<file path="config.mk">
export PLATFORM = sky130hd
export DESIGN_NAME = p2a_scale
export DESIGN_NICKNAME = d
export VERILOG_FILES = /design/src/hdl/p2a_pkg.sv /design/src/hdl/p2a_scale.sv
export SDC_FILE = /design/constraint.sdc
export NUM_CORES = 1
export LEC_CHECK = 0
export ABC_AREA = 1
export BUFFER_PORTS_ARGS = -buffer_cell sky130_fd_sc_hd__buf_2
export CORE_MARGIN = 2
export CORE_UTILIZATION = 43
export DETAILED_ROUTE_END_ITERATION = 7
export SETUP_SLACK_MARGIN = 0.3
export SLEW_MARGIN = 20
export SYNTH_ARGS = -nofsm -noshare
export SYNTH_HDL_FRONTEND = slang
export SYNTH_SLANG_ARGS = --single-unit
</file>
<file path="constraint.sdc">
create_clock -name clk_i -period 6.5 [get_ports clk_i]
set_clock_uncertainty 0.15 [all_clocks]
set_input_delay 0.65 -clock clk_i [delete_from_list [all_inputs] [get_ports clk_i]]
set_output_delay 0.65 -clock clk_i [all_outputs]
set_load 0.01 [all_outputs]
</file>
<file path="src/hdl/p2a_pkg.sv">
// shared widths, constants and stage types of the pressure to altitude pipeline
package p2a_pkg;

  // port fields
  localparam int IN_W  = 17;
  localparam int OUT_W = 24;

  // log2 section: normalized mantissa and squaring steps
  localparam int MANT_W   = 32;
  localparam int FRAC_W   = 32;
  localparam int EXPN_W   = 5;
  localparam int LOG_W    = EXPN_W + FRAC_W;
  localparam int SQ_STEPS = 32;

  // scaling section
  localparam int APROD_W = 51;
  localparam int BPROD_W = 46;
  localparam int YM_W    = 36;
  localparam int SH_W    = 5;

  // exp2 section: one square root per fraction bit, one root bit per stage
  localparam int EXP_ROUNDS = FRAC_W;
  localparam int ROOT_W     = 31;
  localparam int RAD_W      = 32;
  localparam int REM_W      = 33;
  localparam int SQRT_ITERS = ROOT_W;

  // altitude section
  localparam int MAG_W  = 32;
  localparam int PROD_W = 58;
  localparam int Y_W    = 28;
  localparam int YQ_W   = 57;
  localparam int Q_W    = 25;

  // log2(101325) in Q32
  localparam logic [LOG_W-1:0]  LOG2_PB    = 37'd71419424818;
  // exponent -R*Lb/(g0*M) in Q32
  localparam logic [29:0]       EXP_Q32    = 30'd817188396;
  localparam logic [ROOT_W-1:0] ONE_Q30    = 31'h4000_0000;
  // Tb/|Lb| = SCALE_NUM / SCALE_DEN centimeters
  localparam logic [25:0]       SCALE_NUM  = 26'd57630000;
  localparam logic [3:0]        SCALE_DEN  = 4'd13;
  // half of SCALE_DEN * 2^30 for round to nearest
  localparam logic [PROD_W:0]   ROUND_HALF = 59'd6979321856;
  // floor(2^32 / 13)
  localparam logic [28:0]       RECIP13    = 29'd330382099;

  typedef struct packed {
    logic             zero;
    logic [LOG_W-1:0] l;
  } log_res_t;

  typedef struct packed {
    logic [FRAC_W-1:0] f;
    logic [SH_W-1:0]   sh;
    logic              shl;
    logic              neg;
    logic              zero;
  } exp_side_t;

  typedef struct packed {
    logic [RAD_W-1:0]  rad;
    logic [REM_W-1:0]  rem;
    logic [ROOT_W-1:0] root;
  } sqrt_st_t;

endpackage

</file>
<file path="src/hdl/p2a_scale.sv">
// distance from sea-level log2, times the exponent, split into shift and fraction
module p2a_scale (
  input  logic                clk_i,
  input  logic                rst_ni,
  input  logic                en_i,
  input  logic                vld_i,
  input  p2a_pkg::log_res_t   res_i,
  output logic                vld_o,
  output p2a_pkg::exp_side_t  side_o
);

  logic [2:0]                   vld_q;
  logic                         neg1_q, zero1_q, neg2_q, zero2_q;
  logic [p2a_pkg::LOG_W-1:0]    a1_q, a1_d;
  logic                         neg1_d;
  logic [p2a_pkg::APROD_W-1:0]  pa2_q;
  logic [p2a_pkg::BPROD_W-1:0]  pb2_q;
  p2a_pkg::exp_side_t           side3_q, side3_d;

  always_comb begin
    neg1_d = res_i.l < p2a_pkg::LOG2_PB;
    a1_d   = neg1_d ? p2a_pkg::LOG2_PB - res_i.l : res_i.l - p2a_pkg::LOG2_PB;
  end

  always_comb begin
    logic [p2a_pkg::APROD_W:0] sum;
    logic [p2a_pkg::YM_W-1:0]  ym;
    logic [3:0]                ip;
    logic [p2a_pkg::FRAC_W-1:0] fr;
    sum = (p2a_pkg::APROD_W+1)'(pa2_q)
        + (p2a_pkg::APROD_W+1)'(pb2_q[p2a_pkg::BPROD_W-1:16]);
    ym  = sum[p2a_pkg::APROD_W:16];
    ip  = ym[p2a_pkg::YM_W-1:p2a_pkg::FRAC_W];
    fr  = ym[p2a_pkg::FRAC_W-1:0];
    side3_d.neg  = neg2_q;
    side3_d.zero = zero2_q;
    if (neg2_q) begin
      // below one: shift right by ceil(y), fraction taken from one
      side3_d.shl = 1'b0;
      if (fr != '0) begin
        side3_d.sh = p2a_pkg::SH_W'(ip) + 5'd1;
        side3_d.f  = ~fr + 32'd1;
      end else begin
        side3_d.sh = p2a_pkg::SH_W'(ip);
        side3_d.f  = '0;
      end
    end else begin
      // above one: at most one left shift
      side3_d.sh  = '0;
      side3_d.shl = (ip != '0);
      side3_d.f   = fr;
    end
  end

  always_ff @(posedge clk_i or negedge rst_ni) begin
    if (!rst_ni) begin
      vld_q <= '0;
    end else if (en_i) begin
      vld_q <= {vld_q[1:0], vld_i};
    end
  end

  always_ff @(posedge clk_i) begin
    if (en_i) begin
      neg1_q  <= neg1_d;
      zero1_q <= res_i.zero;
      a1_q    <= a1_d;
      neg2_q  <= neg1_q;
      zero2_q <= zero1_q;
      pa2_q   <= p2a_pkg::APROD_W'(a1_q[p2a_pkg::LOG_W-1:16])
               * p2a_pkg::APROD_W'(p2a_pkg::EXP_Q32);
      pb2_q   <= p2a_pkg::BPROD_W'(a1_q[15:0]) * p2a_pkg::BPROD_W'(p2a_pkg::EXP_Q32);
      side3_q <= side3_d;
    end
  end

  assign vld_o  = vld_q[2];
  assign side_o = side3_q;

endmodule

</file>
==> results of run 1 <==
[final timing paths]
check	end	slack, ns	depth (start not counted)	startpoint
setup / recovery	pa2_q[50]$_DFFE_PP_	0.44	20	a1_q[34]$_DFFE_PP_
hold reg to reg	neg2_q$_DFFE_PP_	0.28	0	neg1_q$_DFFE_PP_
max in group asynchronous	vld_q[1]$_DFFE_PN0P_	5.78	2	rst_ni
min in group asynchronous	vld_q[2]$_DFFE_PN0P_	0.32	2	rst_ni
setup reg to reg	pa2_q[50]$_DFFE_PP_	0.44	20	a1_q[34]$_DFFE_PP_
hold / removal	zero1_q$_DFFE_PP_	0.20	1	res_i[37]
[repair_timing]
| item | in CTS | in global routing |
|---|---|---|
| pin swaps | 2 | 55 |
| hold buffers | 1 | 0 |
| gates resized for setup | 25 | 142 |
| endpoints found under the hold margin | 3 | 0 |
| buffers inserted | 10 | 44 |
| cloned | 0 | 0 |
| setup endpoints to repair | 20 | 42 |
[cells by family after synthesis]
logic type	count (synthesis)	synth area share, %
flops	161	16.2
fa+ha+maj	791	41.8
xor+xnor	148	4.39
simple gates	1269	17.6
compound gates	390	7.39
other cells	1	0.0126
mux	1	0.0379
buf+inv	985	12.6
[sequential cells by signal (all words and copies together), names as in the netlist]
register  count
zero1_q       1
side_o       40
a1_q         37
zero2_q       1
neg2_q        1
pb2_q        28
neg1_q        1
vld_q         3
pa2_q        49
[through the flow]
step	hold slack, ns	setup slack [ns]	std cells	util, %	area, um2
after detailed placement	0.257	0.0184	4763	46.2	31600
after CTS	0.160	0.258	4806	47.3	32400
after floorplan	0.204	0.416	3746	-	29700
after global routing	0.167	0.219	4850	48.7	33300
after global placement	0.251	0.0489	4763	46.2	31600
final	0.197	0.441	4850	48.7	33300
[cell type report]
| cell class | count | area, um2 |
|---|---|---|
| fillers | 6771 | 35100 |
| multi-input cells | 2600 | 21800 |
| flip-flops and latches | 161 | 4820 |
| inverters | 968 | 3630 |
| repair buffers | 207 | 1380 |
| well taps | 882 | 1100 |
| clock buffers | 17 | 425 |
| clock inverters | 15 | 184 |
[synthesized netlist by cell type, drive strengths merged]
master and instances:
o22ai 2, a221oi 4, inv 968, o311ai 2, nand2 717, o31ai 2
o21ai 125, conb 1, a21oi 166, a211oi 5, a211o 1, o221a 1
nor3 29, or2 6, xnor2 39, o211ai 11, and2 2, mux2 1
a22oi 1, buf 12, and3 2, nand3b 4, edfxtp 158, nor4 9
dfrtp 3, a21boi 3, o21a 9, nand3 140, a21o 11, ha 458
o31a 1, o221ai 6, a311oi 2, o2111ai 6, o21bai 5, nand4 33
xor2 109, a31oi 27, fa 333, clkbuf 5, nor2 327
[critical path: cells and delay by family (launching register included)]
kind | cells | cell delay (ns)
adder cells (fa/ha/maj) | 8 | 3.73
AO/OA/AOI/OAI | 1 | 0.09
AND/OR/NAND/NOR | 5 | 0.86
XOR/XNOR | 1 | 0.15
flip-flops | 1 | 0.51
buffers and inverters | 5 | 0.33
[metal layers]
metal	vias up	global-route usage [%]	share of wire, %
li1	12100	-	-
met1	11400	33.0	44
met2	599	44.4	47
met3	149	3.04	4.2
met4	0	9.95	3.8
met5	-	0	0
==> results by group, run 1 <==
Cells and area
  – Area growth from synthesis to layout: 12.3%
  – Commonest non-fill, non-tap cell in the layout: inv_1
  – # diodes: 0
  – Most frequent cells in the layout: inv_1 (951), nand2_1 (696), ha_1 (430)
  – Final Net Count: around 4,800
  – Share of layout cells above drive strength 1: about a tenth

Worst setup path
  – Crit-path max FO: 5
  – Slowest CP cell: fa_2
  – Worst Setup End Kind: register
  – Worst-path cell chain: fa_2 > inv_1 > fa_1 > inv_2 > fa_2 > fa_2 > fa_1 > inv_2 > fa_1 > inv_1 > fa_1 > ha_4 > nand2_2 > nor2_2 > inv_1 > nor4_2 > nand4_1 > nand3_2 > a31oi_1 > xor2_1
  – CP required: about 6.6 ns
  – Critical Path Source Type: register
  – Critical Setup Path Class: register to register
  – Worst Path Arrival: slightly above 6 ns
  – CP most frequent cell: fa_1
  – CP peak stage delay: 0.60 ns

Run status
  – Status: finished, final reports clean

Global route
  – GRT overflow: 0
  – Global-route usage over all layers: 25.8%
  – Number of global-route vias before repair: around 25,000
  – Initial antenna violation count: 0
  – Pin count of the biggest net entering global routing: slightly above 90
  – Global-route wire length before repair: 138,000 um

Yosys
  – Synth Register Bits: around 160
  – Cell taking the most area after synthesis: fa_1
  – Distinct cells, synth: 54
  – Synth warnings: 0
  – Mapped cell area: between 20,000 and 30,000 um2
  – Post-synthesis sequential area ratio: between 15 and 20%
  – Post-Synthesis Net Count: 4,579
  – Synth Instances: ~3,700
  – Post-synth top area share: ~22%
  – Syn Area/Cell: ~7.9 um2
  – Area contributors post-synth: fa_1 (22%), ha_1 (19%), edfxtp_1 (16%), inv_1 (12%), nand2_1 (8.9%)

Routing
  – Drt pass-1 iters: 6
  – DRT iter0 DRCs: around 1,400
  – Final wirelength: 89,900 um
  – Post-route ant nets: 0
  – Residual DRC count: 0
  – Routed vias/inst: 5.00
  – Via count: around 24,000
  – Avg WL per Cell: around 19 um

Floorplan
  – Initial Util: between 40 and 50%
  – Die X: 267 um
  – I/O Pins: 83
  – Die height: approximately 270 um
  – CORE AREA: 68,500 um2
  – Die area: about 71,000 um2
  – FP Rows: 96

Clock network
  – Clk slew on worst S/H paths: around 0.070 ns
  – Sink Count: around 160
  – CTS buffer count: 17
  – # H-tree levels: 4
  – Clk_lat worst skew: between 0.4 and 0.5 ns
  – Root Buffer: clkbuf_16
  – Bufs on Longest Clock Path: 2
  – CTS tree: done

Placement
  – Port bufs: a little over 80
  – Global placement routability congestion: roughly 0.96
  – Post-DP HPWL: 78,800 um

Timing
  – Setup TNS: 0 ns
  – Fmax: 0.165 GHz
  – Least-Margin Pin Slew: between 1 and 1.5 ns
  – Final Hold Viols: 0
  – RSZ-0062 raised after global routing: true
  – Max_slew headroom: between 30% and 40%
  – Final setup viols: 0
  – Fin. max-slew vios: 0
  – Final min period: about 6.1 ns
  – Tcrit/Tclk final: 93.2%

Job
  – Max-Cap Viols: 0

Hold path
  – Hold Path Class: input port to register
Power of run 1 is left out: the tool's default activity adds up to more than one toggle a clock period on the data nets, which glitch-free logic cannot reach.
==> inputs of run 2 (changes only) <==
- ABC_AREA: 1 -> unset
- ABC_CLOCK_PERIOD_IN_PS: unset -> 6500
==> run 2 against run 1 <==
The run now ends with negative setup slack left. Via count is 21% lower. Register-to-register slack lost 0.63 ns. Sequential share of layout area up 1.5 points. Critical path type unchanged.
==> results by group, run 2 <==
Run status
  – Status: finished with violations
  – Failing checks: negative setup slack

Floorplan
  – Die height: 250 um (-6.2%)
  – Initial Util: 43.3% (-0.047 points)
  – CORE AREA: 60,100 um2 (-12%)
  – Die area: 62,500 um2 (-12%)
  – FP Rows: 90 (-6.3%)
  – I/O Pins: 83 (unchanged)
  – Die X: 250 um (-6.2%)

Global route
  – GRT overflow: 0 (unchanged)
  – Initial antenna violation count: 0 (unchanged)
  – Global-route usage over all layers: 23.0% (-2.7 points)
  – Pin count of the biggest net entering global routing: 102 (+11%)
  – Number of global-route vias before repair: 20,300 (-18%)
  – Global-route wire length before repair: 112,000 um (-19%)

Clock network
  – CTS tree: done
  – CTS buffer count: 17 (unchanged)
  – Clk_lat worst skew: 0.48 ns (about the same)
  – Clk slew on worst S/H paths: 0.08 ns (about the same)
  – Bufs on Longest Clock Path: 2 (unchanged)
  – Root Buffer: clkbuf_16
  – Sink Count: 161 (unchanged)
  – # H-tree levels: 4 (unchanged)

Yosys
  – Synth warnings: 0 (unchanged)
  – Cell taking the most area after synthesis: fa_1
  – Most numerous cell in the Yosys netlist: inv_1
  – Synth Instances: 2,602 (-31%)
  – Post-synth top area share: 25.6% (+3.1 points)
  – Post-synthesis sequential area ratio: 18.5% (+2.3 points)
  – Synth Register Bits: 161 (unchanged)
  – EDFF count, synth: 158 (unchanged)
  – Area contributors post-synth: fa_1 (26%), ha_1 (22%), edfxtp_1 (18%), inv_1 (8.2%), xnor2_1 (3.0%)
  – Commonest cells post-synth: inv_1 (570), ha_1 (458), fa_1 (333), edfxtp_1 (158), a21oi_1 (119)
  – Top_reg_cell synth: edfxtp_1
  – Post-Synthesis Net Count: 3,435 (-25%)
  – Distinct cells, synth: 86 (+59%)
  – Mapped cell area: 26,000 um2 (-12%)
  – Ys async rst share: 1.86% (unchanged)
  – Syn Area/Cell: 10.0 um2 (+26%)

Timing
  – Least-Margin Pin Slew: 0.977 ns (-0.0243 ns)
  – Fmax: 0.150 GHz (-9.4%)
  – Max_slew headroom: 34.9% (+2.3 points)
  – Final min period: 6.69 ns (+0.628 ns)
  – Final Hold Viols: 0 (unchanged)
  – Tcrit/Tclk final: 103% (+9.7 points)
  – RSZ-0062 raised after global routing: true
  – Worst Slack Setup Final: -0.187 ns (-0.628 ns)
  – Fin. max-slew vios: 0 (unchanged)
  – Final setup viols: 10 (+10)

Placement
  – DP Worst Slack: -0.188 ns (-0.206 ns)
  – Dpl cells: 3,601 (-24%)
  – Global placement routability congestion: 0.931 (-2.9%)
  – Post-DP HPWL: 60,800 um (-23%)
  – Port bufs: 82 (unchanged)

Cells and area
  – # diodes: 0 (unchanged)
  – Largest register by flop count: pa2_q
  – Most frequent cells in the layout: inv_1 (554), ha_1 (432), fa_1 (318)
  – Area growth from synthesis to layout: 16.3%
  – Share of layout cells above drive strength 1: 17.4% (+7.2 points)
  – Max reg flops: 49 (unchanged)
  – Commonest non-fill, non-tap cell in the layout: inv_1
  – Fill cells: 5,539 (-18%)
  – Final Net Count: 3,714 (-22%)
  – Fin cells: 3,676 (-24%)

Worst setup path
  – Reg2Reg Depth: 23 (+15%)
  – Critical Path Source Type: register
  – RR Endpoint: pa2_q[50]$_DFFE_PP_
  – R2R Setup Slk: -0.19 ns (-0.63 ns)
  – Critical Setup Path Class: register to register
  – Worst reg2reg path startpoint: a1_q[25]$_DFFE_PP_
  – Crit-path max FO: 4 (-1)
  – Worst Setup End Kind: register
  – Worst Path Arrival: 6.77 ns (+0.62 ns)
  – CP required: 6.58 ns (about the same)

Routing
  – Final wirelength: 70,600 um (-22%)
  – DRT iter0 DRCs: 933 (-35%)
  – Routed vias/inst: 5.24 (+4.6%)
  – Avg WL per Cell: 19.2 um (+3.5%)
  – Post-route ant nets: 0 (unchanged)
  – Drt pass-1 iters: 5 (-1)
  – Residual DRC count: 0 (unchanged)
  – Via count: 19,200 (-21%)

Job
  – Max-Cap Viols: 0 (unchanged)

Hold path
  – Hold Path Class: input port to register
  – Hold Path End: zero1_q$_DFFE_PP_
  – HP Start: res_i[37]
  – Worst Hold Depth: 1 (unchanged)
[run 2: changes by cell type after synthesis, moves of 20 or more]
cell	change
a21o_1	+40
o21ai_0	-42
nand2_1	-604
xor2_1	-59
clkbuf_1	+25
inv_1	-394
nor2_1	-205
xnor2_1	+49
o21a_1	+21
and3_1	+20
a21oi_1	-47
nand3_1	-88
[run 2: worst max-delay path by stage]
| stage | startpoint | to | slack [ns] | cells after the start |
|---|---|---|---|---|
| floorplan | a1_q[26]$_DFFE_PP_ | pa2_q[50]$_DFFE_PP_ | 0.06 | 23 |
| global placement | a1_q[25]$_DFFE_PP_ | pa2_q[50]$_DFFE_PP_ | -0.07 | 23 |
| detailed placement | a1_q[35]$_DFFE_PP_ | pa2_q[50]$_DFFE_PP_ | -0.19 | 23 |
| CTS | a1_q[25]$_DFFE_PP_ | pa2_q[50]$_DFFE_PP_ | -0.12 | 23 |
| global route | a1_q[25]$_DFFE_PP_ | pa2_q[50]$_DFFE_PP_ | -0.38 | 27 |
| finish | a1_q[25]$_DFFE_PP_ | pa2_q[50]$_DFFE_PP_ | -0.19 | 23 |
[run 2: cell families (layout without fill, tap and decap cells)]
kind of cell | Yosys count | in the layout | share of synthesized area (%)
adder cells (fa/ha/maj) | 791 | 791 | 47.6
buffers and inverters | 613 | 905 | 8.89
AND/OR/NAND/NOR | 445 | 445 | 8.55
AO/OA/AOI/OAI | 444 | 444 | 11.4
flip-flops | 161 | 161 | 18.5
XOR/XNOR | 137 | 137 | 4.61
multiplexers | 10 | 10 | 0.408
other | 1 | 1 | 0.0144
[run 2: worst max-delay path: stages, from the launching register on]
cell      delay [ns]
edfxtp_1        0.45
fa_2            0.59
inv_2           0.04
fa_1            0.49
inv_2           0.04
fa_2            0.35
fa_1            0.50
fa_2            0.38
fa_1            0.53
inv_1           0.06
fa_1            0.57
inv_1           0.06
ha_2            0.19
or3_4           0.37
a211oi_2        0.18
o31ai_1         0.09
a31o_2          0.24
a21o_1          0.21
a221o_1         0.35
nand2_2         0.09
a31o_4          0.16
o311a_1         0.16
o21bai_1        0.07
xnor2_1         0.13
[run 2: final cells by class]
cell class,instances,area (um2),share of cell area [%]
Multi-Input combinational cell,1828,19600,64.8
Sequential cell,161,4820,15.9
Inverter,571,2140,7.08
Timing Repair Buffer,302,2120,7.01
Tap cell,782,978,3.23
Clock buffer,17,425,1.40
Clock inverter,15,183,0.603
[run 2: timing repair]
action	4_1_cts	5_1_grt
setup buffers	23	19
endpoints found under the hold margin	3	0
pin swaps	32	57
setup endpoints to repair	26	39
hold buffers	1	0
resized for setup	50	91
[run 2: routing by layer]
layer | up-vias | GRT usage, % | share of wire [%]
met5 | - | 0 | 0
met4 | 0 | 5.61 | 2.0
met3 | 66 | 2.93 | 3.8
met2 | 390 | 39.0 | 47
met1 | 9508 | 31.4 | 47
li1 | 9284 | - | -
[run 2: stage by stage]
step | util [%] | area, um2 | TNS, ns | hold WS (ns)
after floorplan | - | 26200 | 0 | 0.204
after detailed placement | 47.8 | 28700 | -0.903 | 0.255
after global placement | 47.8 | 28700 | -0.152 | 0.252
final | 50.4 | 30300 | -0.930 | 0.195
after CTS | 49.5 | 29700 | -0.294 | 0.161
after global routing | 50.4 | 30300 | -3.40 | 0.176
Power of run 2 is left out for the same reason.
